--- src/sv/rice_partition_param_search_core_assert.svh ---
// Assertion macros for the Rice partition parameter search core.
// No dependencies; included by the modules that carry assertions.
`ifndef RICE_PARTITION_PARAM_SEARCH_CORE_ASSERT_SVH
`define RICE_PARTITION_PARAM_SEARCH_CORE_ASSERT_SVH
`ifndef ASSERT_OFF
`define RPPS_ASSERT_IMPLIES(label, clk, rst, lhs, rhs, msg) \
   label: assert property (@(posedge clk) disable iff (rst) (lhs) |-> (rhs)) else $error(msg);
`define RPPS_ASSERT_NEXT(label, clk, rst, lhs, rhs, msg) \
   label: assert property (@(posedge clk) disable iff (rst) (lhs) |=> (rhs)) else $error(msg);
`else
`define RPPS_ASSERT_IMPLIES(label, clk, rst, lhs, rhs, msg)
`define RPPS_ASSERT_NEXT(label, clk, rst, lhs, rhs, msg)
`endif
`endif

--- src/sv/rpps_pkg.sv ---
// Shared constants and controller/datapath command and status types.
// No dependencies.
package rpps_pkg;
   localparam int BLOCK_MAX_DEF  = 4096;
   localparam int MAX_ORDER_DEF  = 6;
   localparam int NUM_PARAMS_DEF = 8;

   localparam int SAMPLE_W    = 32;
   localparam int COUNT_W     = 13;
   localparam int SUM_W       = 45;
   localparam int TOTAL_W     = 48;
   localparam int ORDER_W     = 3;
   localparam int PART_W      = 6;
   localparam int PARAM_W     = 3;
   localparam int HEADER_BITS = 4;
   localparam int CSR_ADDR_W  = 2;
   localparam int CSR_DATA_W  = 32;

   localparam logic [CSR_ADDR_W-1:0] CSR_BLOCK_SIZE_ADDR = '0;

   typedef struct packed {
      logic                 sample_en;
      logic                 clear;
      logic                 rd_en;
      logic [ORDER_W-1:0]   order;
      logic [PART_W-1:0]    part;
      logic                 diff_load;
      logic                 scan_step;
      logic [PARAM_W-1:0]   scan_r;
      logic                 total_init;
      logic                 total_acc;
      logic                 order_commit;
      logic                 emit_load;
   } cmd_type;

   typedef struct packed {
      logic                 last_sample;
      logic [ORDER_W-1:0]   order_last;
      logic [ORDER_W-1:0]   best_order;
   } stat_type;
endpackage

--- src/sv/rpps_ctrl.sv ---
// Controller: sequences sample intake, the order/partition search and result output.
// Depends on rpps_pkg and the assertion macro header.
`include "rice_partition_param_search_core_assert.svh"
module rpps_ctrl #(
   parameter int NUM_PARAMS = rpps_pkg::NUM_PARAMS_DEF
) (
   input  logic               clock,
   input  logic               reset,
   input  logic               cfg_wr,
   input  logic               req_valid,
   output logic               req_ready,
   output logic               rsp_valid,
   input  logic               rsp_ready,
   output rpps_pkg::cmd_type  cmd,
   input  rpps_pkg::stat_type stat
);
   import rpps_pkg::*;

   typedef enum logic [3:0] {
      S_ACCUM, S_RD, S_DIFF, S_SCAN, S_ACC, S_COMMIT, S_EMIT_START, S_LOAD, S_OUT
   } state_type;

   state_type          state_ff;
   logic [ORDER_W-1:0] p_ff;
   logic [PART_W-1:0]  i_ff;
   logic [PARAM_W-1:0] r_ff;
   logic               emit_ff;
   logic               rsp_valid_ff;
   logic               last_part;

   assign last_part = {1'b0, i_ff} == (((PART_W+1)'(1) << p_ff) - (PART_W+1)'(1));
   assign req_ready = (state_ff == S_ACCUM);
   assign rsp_valid = rsp_valid_ff;

   always_comb begin
      cmd              = '0;
      cmd.clear        = cfg_wr;
      cmd.order        = p_ff;
      cmd.part         = i_ff;
      cmd.scan_r       = r_ff;
      cmd.sample_en    = (state_ff == S_ACCUM) && req_valid;
      cmd.rd_en        = (state_ff == S_RD);
      cmd.total_init   = (state_ff == S_RD) && !emit_ff && (i_ff == '0);
      cmd.diff_load    = (state_ff == S_DIFF);
      cmd.scan_step    = (state_ff == S_SCAN);
      cmd.total_acc    = (state_ff == S_ACC);
      cmd.order_commit = (state_ff == S_COMMIT);
      cmd.emit_load    = (state_ff == S_LOAD);
   end

   always_ff @(posedge clock) begin
      if (reset) begin
         state_ff     <= S_ACCUM;
         p_ff         <= '0;
         i_ff         <= '0;
         r_ff         <= '0;
         emit_ff      <= 1'b0;
         rsp_valid_ff <= 1'b0;
      end else begin
         case (state_ff)
            S_ACCUM: begin
               if (req_valid && stat.last_sample) begin
                  p_ff     <= '0;
                  i_ff     <= '0;
                  emit_ff  <= 1'b0;
                  state_ff <= S_RD;
               end
            end
            S_RD: begin
               state_ff <= S_DIFF;
            end
            S_DIFF: begin
               r_ff     <= PARAM_W'(1);
               state_ff <= S_SCAN;
            end
            S_SCAN: begin
               if (r_ff == PARAM_W'(NUM_PARAMS - 1)) begin
                  state_ff <= emit_ff ? S_LOAD : S_ACC;
               end else begin
                  r_ff <= r_ff + PARAM_W'(1);
               end
            end
            S_ACC: begin
               if (last_part) begin
                  state_ff <= S_COMMIT;
               end else begin
                  i_ff     <= i_ff + PART_W'(1);
                  state_ff <= S_RD;
               end
            end
            S_COMMIT: begin
               i_ff <= '0;
               if (p_ff == stat.order_last) begin
                  state_ff <= S_EMIT_START;
               end else begin
                  p_ff     <= p_ff + ORDER_W'(1);
                  state_ff <= S_RD;
               end
            end
            S_EMIT_START: begin
               p_ff     <= stat.best_order;
               i_ff     <= '0;
               emit_ff  <= 1'b1;
               state_ff <= S_RD;
            end
            S_LOAD: begin
               rsp_valid_ff <= 1'b1;
               state_ff     <= S_OUT;
            end
            S_OUT: begin
               if (rsp_ready) begin
                  rsp_valid_ff <= 1'b0;
                  if (last_part) begin
                     emit_ff  <= 1'b0;
                     state_ff <= S_ACCUM;
                  end else begin
                     i_ff     <= i_ff + PART_W'(1);
                     state_ff <= S_RD;
                  end
               end
            end
            default: begin
               state_ff <= S_ACCUM;
            end
         endcase
      end
   end

   `RPPS_ASSERT_IMPLIES(a_no_overlap, clock, reset, rsp_valid_ff, !req_ready, "intake during output")
   `RPPS_ASSERT_NEXT(a_search_starts, clock, reset, cmd.sample_en && stat.last_sample, state_ff == S_RD && !emit_ff, "search did not start")
   `RPPS_ASSERT_IMPLIES(a_emit_order, clock, reset, emit_ff, p_ff == stat.best_order, "emit order mismatch")
endmodule

--- config.mk ---
export PLATFORM = sky130hd
export DESIGN_NAME = rpps_ctrl
export DESIGN_NICKNAME = d
export VERILOG_FILES = /design/src/sv/rpps_pkg.sv /design/src/sv/rpps_ctrl.sv
export VERILOG_INCLUDE_DIRS = /design/src /design/src/sv
export SDC_FILE = /design/constraint.sdc
export NUM_CORES = 1
export LEC_CHECK = 0
export ABC_AREA = 1
export ABC_CLOCK_PERIOD_IN_PS = 2600
export BUFFER_PORTS_ARGS = -buffer_cell sky130_fd_sc_hd__buf_2
export CORE_ASPECT_RATIO = 0.9
export CORE_MARGIN = 2
export CORE_UTILIZATION = 40
export DETAILED_ROUTE_END_ITERATION = 7
export GPL_TIMING_DRIVEN = 0
export SYNTH_ARGS = -nofsm -noshare
export SYNTH_HDL_FRONTEND = slang
export SYNTH_SLANG_ARGS = --single-unit
--- constraint.sdc ---
create_clock -name clock -period 2.6 [get_ports clock]
set_input_delay 0.26 -clock clock [delete_from_list [all_inputs] [get_ports clock]]
set_output_delay 0.26 -clock clock [all_outputs]
set_load 0.02 [all_outputs]
==> results.txt, run 1 <==
The relative max-transition margin is 0.690. In this run the top signal layer used is met4. Summing all multi-input logic gate instances after layout gives 902 sq um. Of the total synthesized cell area, the portion taken by full adders, half adders and majority gates is 0.0883.

The clock buffer count from CTS came out at 3. The maximum buffer depth of the clock tree is 2. The depth of the worst hold-timing path came out at 2. The final clock skew is roughly 4.4 ps.

The quantity of I/O buffers inserted on ports is 33. The fraction of final layout cells sized beyond drive strength 1 is 0.205. The effective utilization at floorplan came out at 0.419. The startpoint of the worst hold path is rsp_ready. The number of I/O pins is 35. The length of routed met2 wiring is between 1 and 1.5 mm. The worst-case setup margin in the final layout came out at roughly 330 ps. The worst setup path is launched from a register. The post-detailed-placement cell area came out at 1640 sq um. The first-pass detailed-route iteration total is 4. The endpoint arrival time on the critical path came out at approximately 2400 ps. The count of cells along the worst register-to-register path is 15.

The slack of the worst reg-to-reg path is between 300 and 400 ps. The clock reaches the later pin of the worst-skew pair after 250 ps. Of the synthesized area, sequential elements account for 0.254. The worst-case IR drop observed on VDD is 0.238 mV. The accumulated negative setup slack came out at 0 ps. The endpoint identified for the worst register-to-register timing path is i_ff[4]. For hold timing, the worst endpoint is rsp_valid. The routed design uses 130 um of met3 wire. The top cell types in the final layout, fill and taps aside, are 58 x sky130_fd_sc_hd__nand2_1, 34 x sky130_fd_sc_hd__inv_1, 34 x sky130_fd_sc_hd__buf_2, 20 x sky130_fd_sc_hd__nor2_1, 20 x sky130_fd_sc_hd__nand3_1. CTS placed an instance of sky130_fd_sc_hd__clkbuf_8 at the clock tree root.

The core region is around 3400 sq um. The worst setup path is captured at a register. The horizontal die dimension is around 67 um. The first-pass GRT wire length came out at ~5.7 mm. The area added between synthesis and finish is 18.5%. The number of clock sinks came out at 18. In the finished design, the share of the clock period the worst path needs comes to 0.874.

The power density over the cells came out at between 500 and 600 nW/um^2. The global-route congestion overflow total came out at 0. The reported max-cap violation count is 0. The count of inserted antenna diode cells is 0. The max-slew violation total from the final report came out at 0. The final count of negative-setup-slack endpoints came out at 0. The startpoint identified for the worst register-to-register timing path is p_ff[0]. The die area came out at 4030 sq um. The net count of the finished layout is 283. Of the total synthesized cell area, the portion taken by XOR and XNOR cells is 0.0557. The total vias in the final route is between 1000 and 1500.

Hold repair after CTS inserted 0 buffers. TritonCTS built the clock tree. OpenSTA, run right after detailed placement, puts the worst setup slack at 332 ps. The via count of the first global-routing pass came out at 1334. The critical-path maximum fanout came out at 7. The number of nets with antenna violations after routing is 0.

Leaving out fill and tap cells, the most frequent cell in the layout is sky130_fd_sc_hd__nand2_1. The compound-gate portion of the synthesized area was 0.103. In this run, synthesis produced a sequential element count of 18.

The final cell utilization of the core came out at 0.497. Setup repair after global routing left no endpoint under its margin. The leakage power came out at about 0.00087 uW. The total detailed-routing wirelength came out at between 3 and 4 mm. In this run the worst hold path is classified as primary input to register. The total number of placement rows came out at 20. The maximum number of pins on one net before global-route repair came out at 11. The H-tree depth is 1.

By area, the combinational part of the netlist is dominated by simple AND/OR/NAND/NOR gates. The met1 routed wirelength after detailed routing came out at 1.65 mm. The run finished with clean final reports. Static timing analysis puts the maximum clock frequency at between 400 and 500 MHz. The number of setup buffers added after CTS is 0. The critical path in this run is classified as register to register. Summing every instance area after synthesis gives 1420 sq um. The vias per cell is roughly 4.8. The final estimated routing congestion in global placement came out at about 0.84. The DRC violation count after routing is 0. In this run the vertical extent of the chip is just over 60 um. The number of violations reported at the end of detailed-routing iteration 0 is 54. The register area is between 300 and 400 sq um. The slew at the pin closest to its max-slew limit is roughly 470 ps. Detailed placement finished with a half-perimeter wire length of 2.65 mm. The number of gates resized after CTS was 0. The final-layout fill cell count is 389. The mean instance size in the synthesized netlist came out at between 6 and 7 sq um. The synthesized netlist net count came out at about 250. Once layout is done, the placed cells without fillers occupy roughly 1700 sq um. The endpoint required time on the critical path is around 2700 ps. The number of failing hold endpoints at the final stage came out at 0.

The time the final worst path needs with I/O delays and setup came out at 2270 ps. The cell count after synthesis is 223. The overall power after layout came out at between 800 and 900 uW. The initial antenna violation count is 0. The warning count from the yosys run is 0. Counting distinct cell types in the post-synthesis netlist gives 29.

The clock transition at the registers of the reported paths came out at approximately 70 ps. The overall fraction of global-route tracks in use is 0.182. The area share of and/or/nand/nor cells after synthesis is 0.390. The portion of netlist area occupied by mux cells came out at 0. The routed length per placed instance is about 11 um.
==> cell families (layout without fill, tap and decap cells) <==
kind of cell / count (synthesis) / count (layout)
simple gates: 119 / 119
buf+inv: 39 / 75
compound gates: 28 / 28
flops: 18 / 18
fa+ha+maj: 10 / 10
xor+xnor: 9 / 9
==> layer usage <==
layer / track usage / vias to the layer above
li1: - / 787
met1: 0.250 / 644
met2: 0.291 / 31
met3: 0.0278 / 7
met4: 0.0700 / 0
met5: 0 / -
==> flip-flops by register name, summed over array words and instances, names as in the netlist <==
| name | cells |
|---|---|
| emit_ff | 1 |
| i_ff | 6 |
| p_ff | 3 |
| r_ff | 3 |
| rsp_valid | 1 |
| state_ff | 4 |
==> worst max path at each step <==
stage / from / to / cells after the start
5_1_grt: p_ff[0] / i_ff[4] / 16
2_1_floorplan: p_ff[0] / i_ff[0] / 15
3_5_place_dp: p_ff[0] / i_ff[0] / 15
4_1_cts: p_ff[0] / i_ff[0] / 15
3_3_place_gp: p_ff[0] / i_ff[0] / 15
6_report: p_ff[0] / i_ff[4] / 15
==> through the flow <==
step,cells,hold slack (ps)
2_1_floorplan,223,329
3_3_place_gp,300,456
3_5_place_dp,300,456
4_1_cts,303,182
5_1_grt,303,201
6_report,303,183
==> where the power goes <==
part / leakage, uW / switching, uW / internal, uW / total, uW
registers: 0.000146 / 19.9 / 287 / 307
logic: 0.000701 / 227 / 128 / 355
clock network: 0.0000216 / 93.3 / 103 / 196
total: 0.000868 / 340 / 519 / 859
==> cell type report <==
| type | instances | area share |
|---|---|---|
| sequential | 18 | 0.215 |
| inverter | 36 | 0.0820 |
| clock buffer | 3 | 0.0246 |
| buffer | 3 | 0.00969 |
| multi-input combinational | 166 | 0.538 |
| tap | 44 | 0.0328 |
| timing repair buffer | 33 | 0.0984 |
==> cells in the mapped netlist (all sizes together) <==
library cell,instances,area share
nand2,62,0.17
inv,36,0.097
nand3,23,0.092
nor2,23,0.070
dfxtp,18,0.25
a21oi,17,0.060
ha,10,0.088
o21ai,7,0.025
xor2,7,0.043
nor3,4,0.022
nand4,3,0.013
buf,2,0.0088
o22ai,2,0.0088
or2,2,0.0088
xnor2,2,0.012
a211oi,1,0.0053
a31oi,1,0.0044
clkbuf,1,0.0026
nand2b,1,0.0044
nor4,1,0.0044
==> worst max-delay path, stage by stage, from the launching register on <==
cell,delay [ps]
sky130_fd_sc_hd__dfxtp_1,450
sky130_fd_sc_hd__inv_1,120
sky130_fd_sc_hd__ha_1,260
sky130_fd_sc_hd__nand2_2,110
sky130_fd_sc_hd__ha_1,290
sky130_fd_sc_hd__nand3_1,110
sky130_fd_sc_hd__nand3_1,90
sky130_fd_sc_hd__nand2_1,60
sky130_fd_sc_hd__nor2_1,90
sky130_fd_sc_hd__nand2_1,90
sky130_fd_sc_hd__nor2_4,120
sky130_fd_sc_hd__nand2_1,80
sky130_fd_sc_hd__nand3_1,90
sky130_fd_sc_hd__inv_2,70
sky130_fd_sc_hd__nand2_1,60
sky130_fd_sc_hd__a21oi_1,60
(Power assumes the default switching activity.)
==> run 2, diff against run 1 <==
--- a/config.mk
+++ b/config.mk
@@ -8,12 +8,13 @@
 export LEC_CHECK = 0
 export ABC_AREA = 1
 export ABC_CLOCK_PERIOD_IN_PS = 2600
-export BUFFER_PORTS_ARGS = -buffer_cell sky130_fd_sc_hd__buf_2
 export CORE_ASPECT_RATIO = 0.9
 export CORE_MARGIN = 2
 export CORE_UTILIZATION = 40
 export DETAILED_ROUTE_END_ITERATION = 7
+export DONT_BUFFER_PORTS = 1
 export GPL_TIMING_DRIVEN = 0
+export RECOVER_POWER = 25
 export SYNTH_ARGS = -nofsm -noshare
 export SYNTH_HDL_FRONTEND = slang
 export SYNTH_SLANG_ARGS = --single-unit
==> run 2 against run 1 <==
  * Clock skew about the same
  * Fmax down 5.1%
  * Clock power up 16%
  * Critical endpoint is now cmd[3]
==> results.txt, run 2 (synthesized netlist as in run 1, its figures left out) <==
The number of violations reported at the end of detailed-routing iteration 0 came to 61 (+13%). The core region area came out at 3380 sq um (unchanged). The global-route congestion overflow total came out at 0 (unchanged). The max-slew violation total from the final report is 0 (unchanged). The overall power after layout came out at 867 uW (+0.94%). Setup repair after global routing left no endpoint under its margin.

The share of total power in combinational logic is 0.368 (-0.046). The largest registers in the layout are i_ff (6), state_ff (4). The area occupied by multi-input gates is 908 sq um (+0.69%). The largest register by flop count is i_ff. The critical path in this run is classified as register to output pin. The number of I/O pins came to 35 (unchanged).

Traced cell by cell, the critical path runs through inv_1 > nor3_1 > inv_1 > nor4_2. The area added between synthesis and finish came out at 8.13%. The run finished with clean final reports. The peak supply drop came out at 0.243 mV (+1.8%). In the layout the commonest cells are 58 x sky130_fd_sc_hd__nand2_1, 34 x sky130_fd_sc_hd__inv_1, 20 x sky130_fd_sc_hd__nor2_1, 20 x sky130_fd_sc_hd__nand3_1, 17 x sky130_fd_sc_hd__a21oi_1. The initial antenna violation count came out at 0 (unchanged). The vias per cell came out at 5.02 (+3.6%). The DRC violation count after routing came out at 0 (unchanged).

The sequential cell fraction of total power is 0.370 (+0.012). The H-tree depth came to 1 (unchanged). The final-layout fill cell count is 363 (-6.7%). The first-pass detailed-route iteration total is 4 (unchanged). The worst register-to-register path ends at i_ff[3]. The startpoint identified for the worst register-to-register timing path is p_ff[0]. The depth of the worst hold-timing path is 1 (-1).

The leakage power is 0.000714 uW (-18%). The part of the total power dissipated in the clock network is 0.263 (+0.034). The power density over the cells is 566 nW/um^2 (+11%). The net switching power came out at 333 uW (-2.1%). The pre-CTS worst setup slack was 179 ps (-153 ps). The maximum buffer depth of the clock tree is 2 (unchanged).

The total detailed-routing wirelength came out at 3.18 mm (-3.2%). The finished layout cell area came to 1530 sq um (-8.7%). STA classifies the critical path startpoint as a register. The count of cells along the worst register-to-register path came out at 16 (+1). The number of nets with antenna violations after routing is 0 (unchanged). The worst-case setup margin in the final layout came out at 205 ps (-123 ps). Leaving out fill and tap cells, the most frequent cell in the layout is sky130_fd_sc_hd__nand2_1. The overall fraction of global-route tracks in use came out at 0.173 (-0.00858). The part of the cycle the worst path needs was 0.921 (+0.0472).

The final estimated routing congestion in global placement is 0.847 (+0.59%). The net count of the finished layout is 250 (-12%). The first-pass GRT wire length came out at 5.39 mm (-4.9%). The cell sitting at the root of the clock tree is a sky130_fd_sc_hd__clkbuf_8.

Among cell families on the critical path, the largest total delay comes from simple AND/OR/NAND/NOR gates. The die area was 4030 sq um (unchanged). The endpoint required time on the critical path came to 2340 ps (-380 ps). The end of the worst hold path is state_ff[3]. The biggest cell delay along the critical path is 760 ps (+310 ps). The final clock skew came out at 4.26 ps (-0.0926 ps). The fraction of final layout cells sized beyond drive strength 1 is 0.101 (-0.103). The detailed-placement wirelength estimate came out at 2.55 mm (-3.7%). The effective utilization at floorplan came out at 0.419 (unchanged). The flip-flop count of the largest register, all copies and words added came out at 6 (unchanged).

The number of failing hold endpoints at the final stage came out at 0 (unchanged). The peak clock frequency supported by timing is 418 MHz (-5.1%). The via count of the first global-routing pass was 1252 (-6.1%). The maximum number of pins on one net before global-route repair is 11 (unchanged). STA classifies the critical path endpoint as an output pin.

The critical-path maximum fanout came out at 5 (-2). The total vias in the final route is 1361 (-7.4%). The tightest min-delay check is of the primary input to register type. The count of inserted antenna diode cells came out at 0 (unchanged). The slew at the pin closest to its max-slew limit came to 893 ps (+428 ps). The quantity of I/O buffers inserted on ports came to 0 (-100%). The worst-path cell with the longest stage delay is sky130_fd_sc_hd__nor3_1.

TritonCTS built the clock tree. The total number of placement rows is 20 (unchanged). The clock buffer count from CTS came out at 3 (unchanged). The reported max-cap violation count is 0 (unchanged). The most used cell along the critical path is sky130_fd_sc_hd__inv_1. The endpoint arrival time on the critical path came out at 2130 ps (-260 ps).

The slack of the worst reg-to-reg path is 310 ps (-20 ps). The relative max-transition margin came out at 0.400 (-0.290). The clock latency at the later pin of the worst-skew pair came to 250 ps (about the same). The register area came out at 363 sq um (+0.69%). The accumulated negative setup slack is 0 ps (unchanged).

The number of clock sinks came out at 18 (unchanged). The final count of negative-setup-slack endpoints was 0 (unchanged). The switching portion of total power is 0.384 (-0.0119). The time the final worst path needs with I/O delays and setup came out at 2390 ps (+123 ps). The startpoint of the worst hold path is reset. The horizontal die dimension is 66.7 um (unchanged). The die outline height is 60.5 um (unchanged). The internal cell power is 534 uW (+2.9%). The routed length per placed instance is 11.7 um (+8.2%). The clock transition at the registers of the reported paths was 70 ps (about the same). The post-detailed-placement cell area is 1470 sq um (-10%). The number of buffer and inverter stages on the critical path is 2 (unchanged).
## run 2: area by class of cell
type	count	area share
plain buffers	3	0.00817
clock buffers	4	0.0359
inverters	36	0.0899
multi-input cells	166	0.593
flip-flops and latches	18	0.237
well taps	44	0.0359
## run 2: what timing repair did
action / in CTS / in global routing
endpoints found under the hold margin: 0 / 0
hold buffers: 0 / 0
resized for setup: 1 / 2
setup buffers: 0 / 0
setup endpoints to repair: 1 / 8
## run 2: worst max path at each step
stage | depth (start not counted) | endpoint | slack [ps] | from
3_3_place_gp | 15 | i_ff[0] | 160 | p_ff[0]
6_report | 4 | cmd[3] | 210 | state_ff[0]
5_1_grt | 4 | cmd[3] | 50 | state_ff[0]
3_5_place_dp | 15 | i_ff[3] | 180 | p_ff[0]
4_1_cts | 16 | i_ff[3] | 160 | p_ff[0]
2_1_floorplan | 15 | i_ff[0] | 490 | p_ff[0]
## run 2: per-stage QoR
step / cells / util / hold WS, ps
2_1_floorplan: 223 / - / 329
5_1_grt: 271 / 0.453 / 60.0
6_report: 271 / 0.453 / 65.0
3_5_place_dp: 267 / 0.436 / 332
4_1_cts: 271 / 0.454 / 59.0
3_3_place_gp: 267 / 0.436 / 331
## run 2: metal layers
layer	wire (um)	part of all wire	track usage	vias to the layer above
li1	-	-	-	720
met5	0	0	0	-
met1	1470	0.46	0.231	607
met3	160	0.050	0.0297	2
met4	19	0.0060	0.0525	0
met2	1520	0.48	0.291	32
## run 2: power by group through the flow
| stage | Sequential (uW) | Clock, uW | Combinational, uW |
|---|---|---|---|
| finish | 321 | 228 | 319 |
| global route | 323 | 251 | 366 |
| CTS | 319 | 238 | 322 |
| detailed placement | 326 | 0 | 320 |
| global placement | 326 | 0 | 319 |
| floorplan | 320 | 0 | 269 |
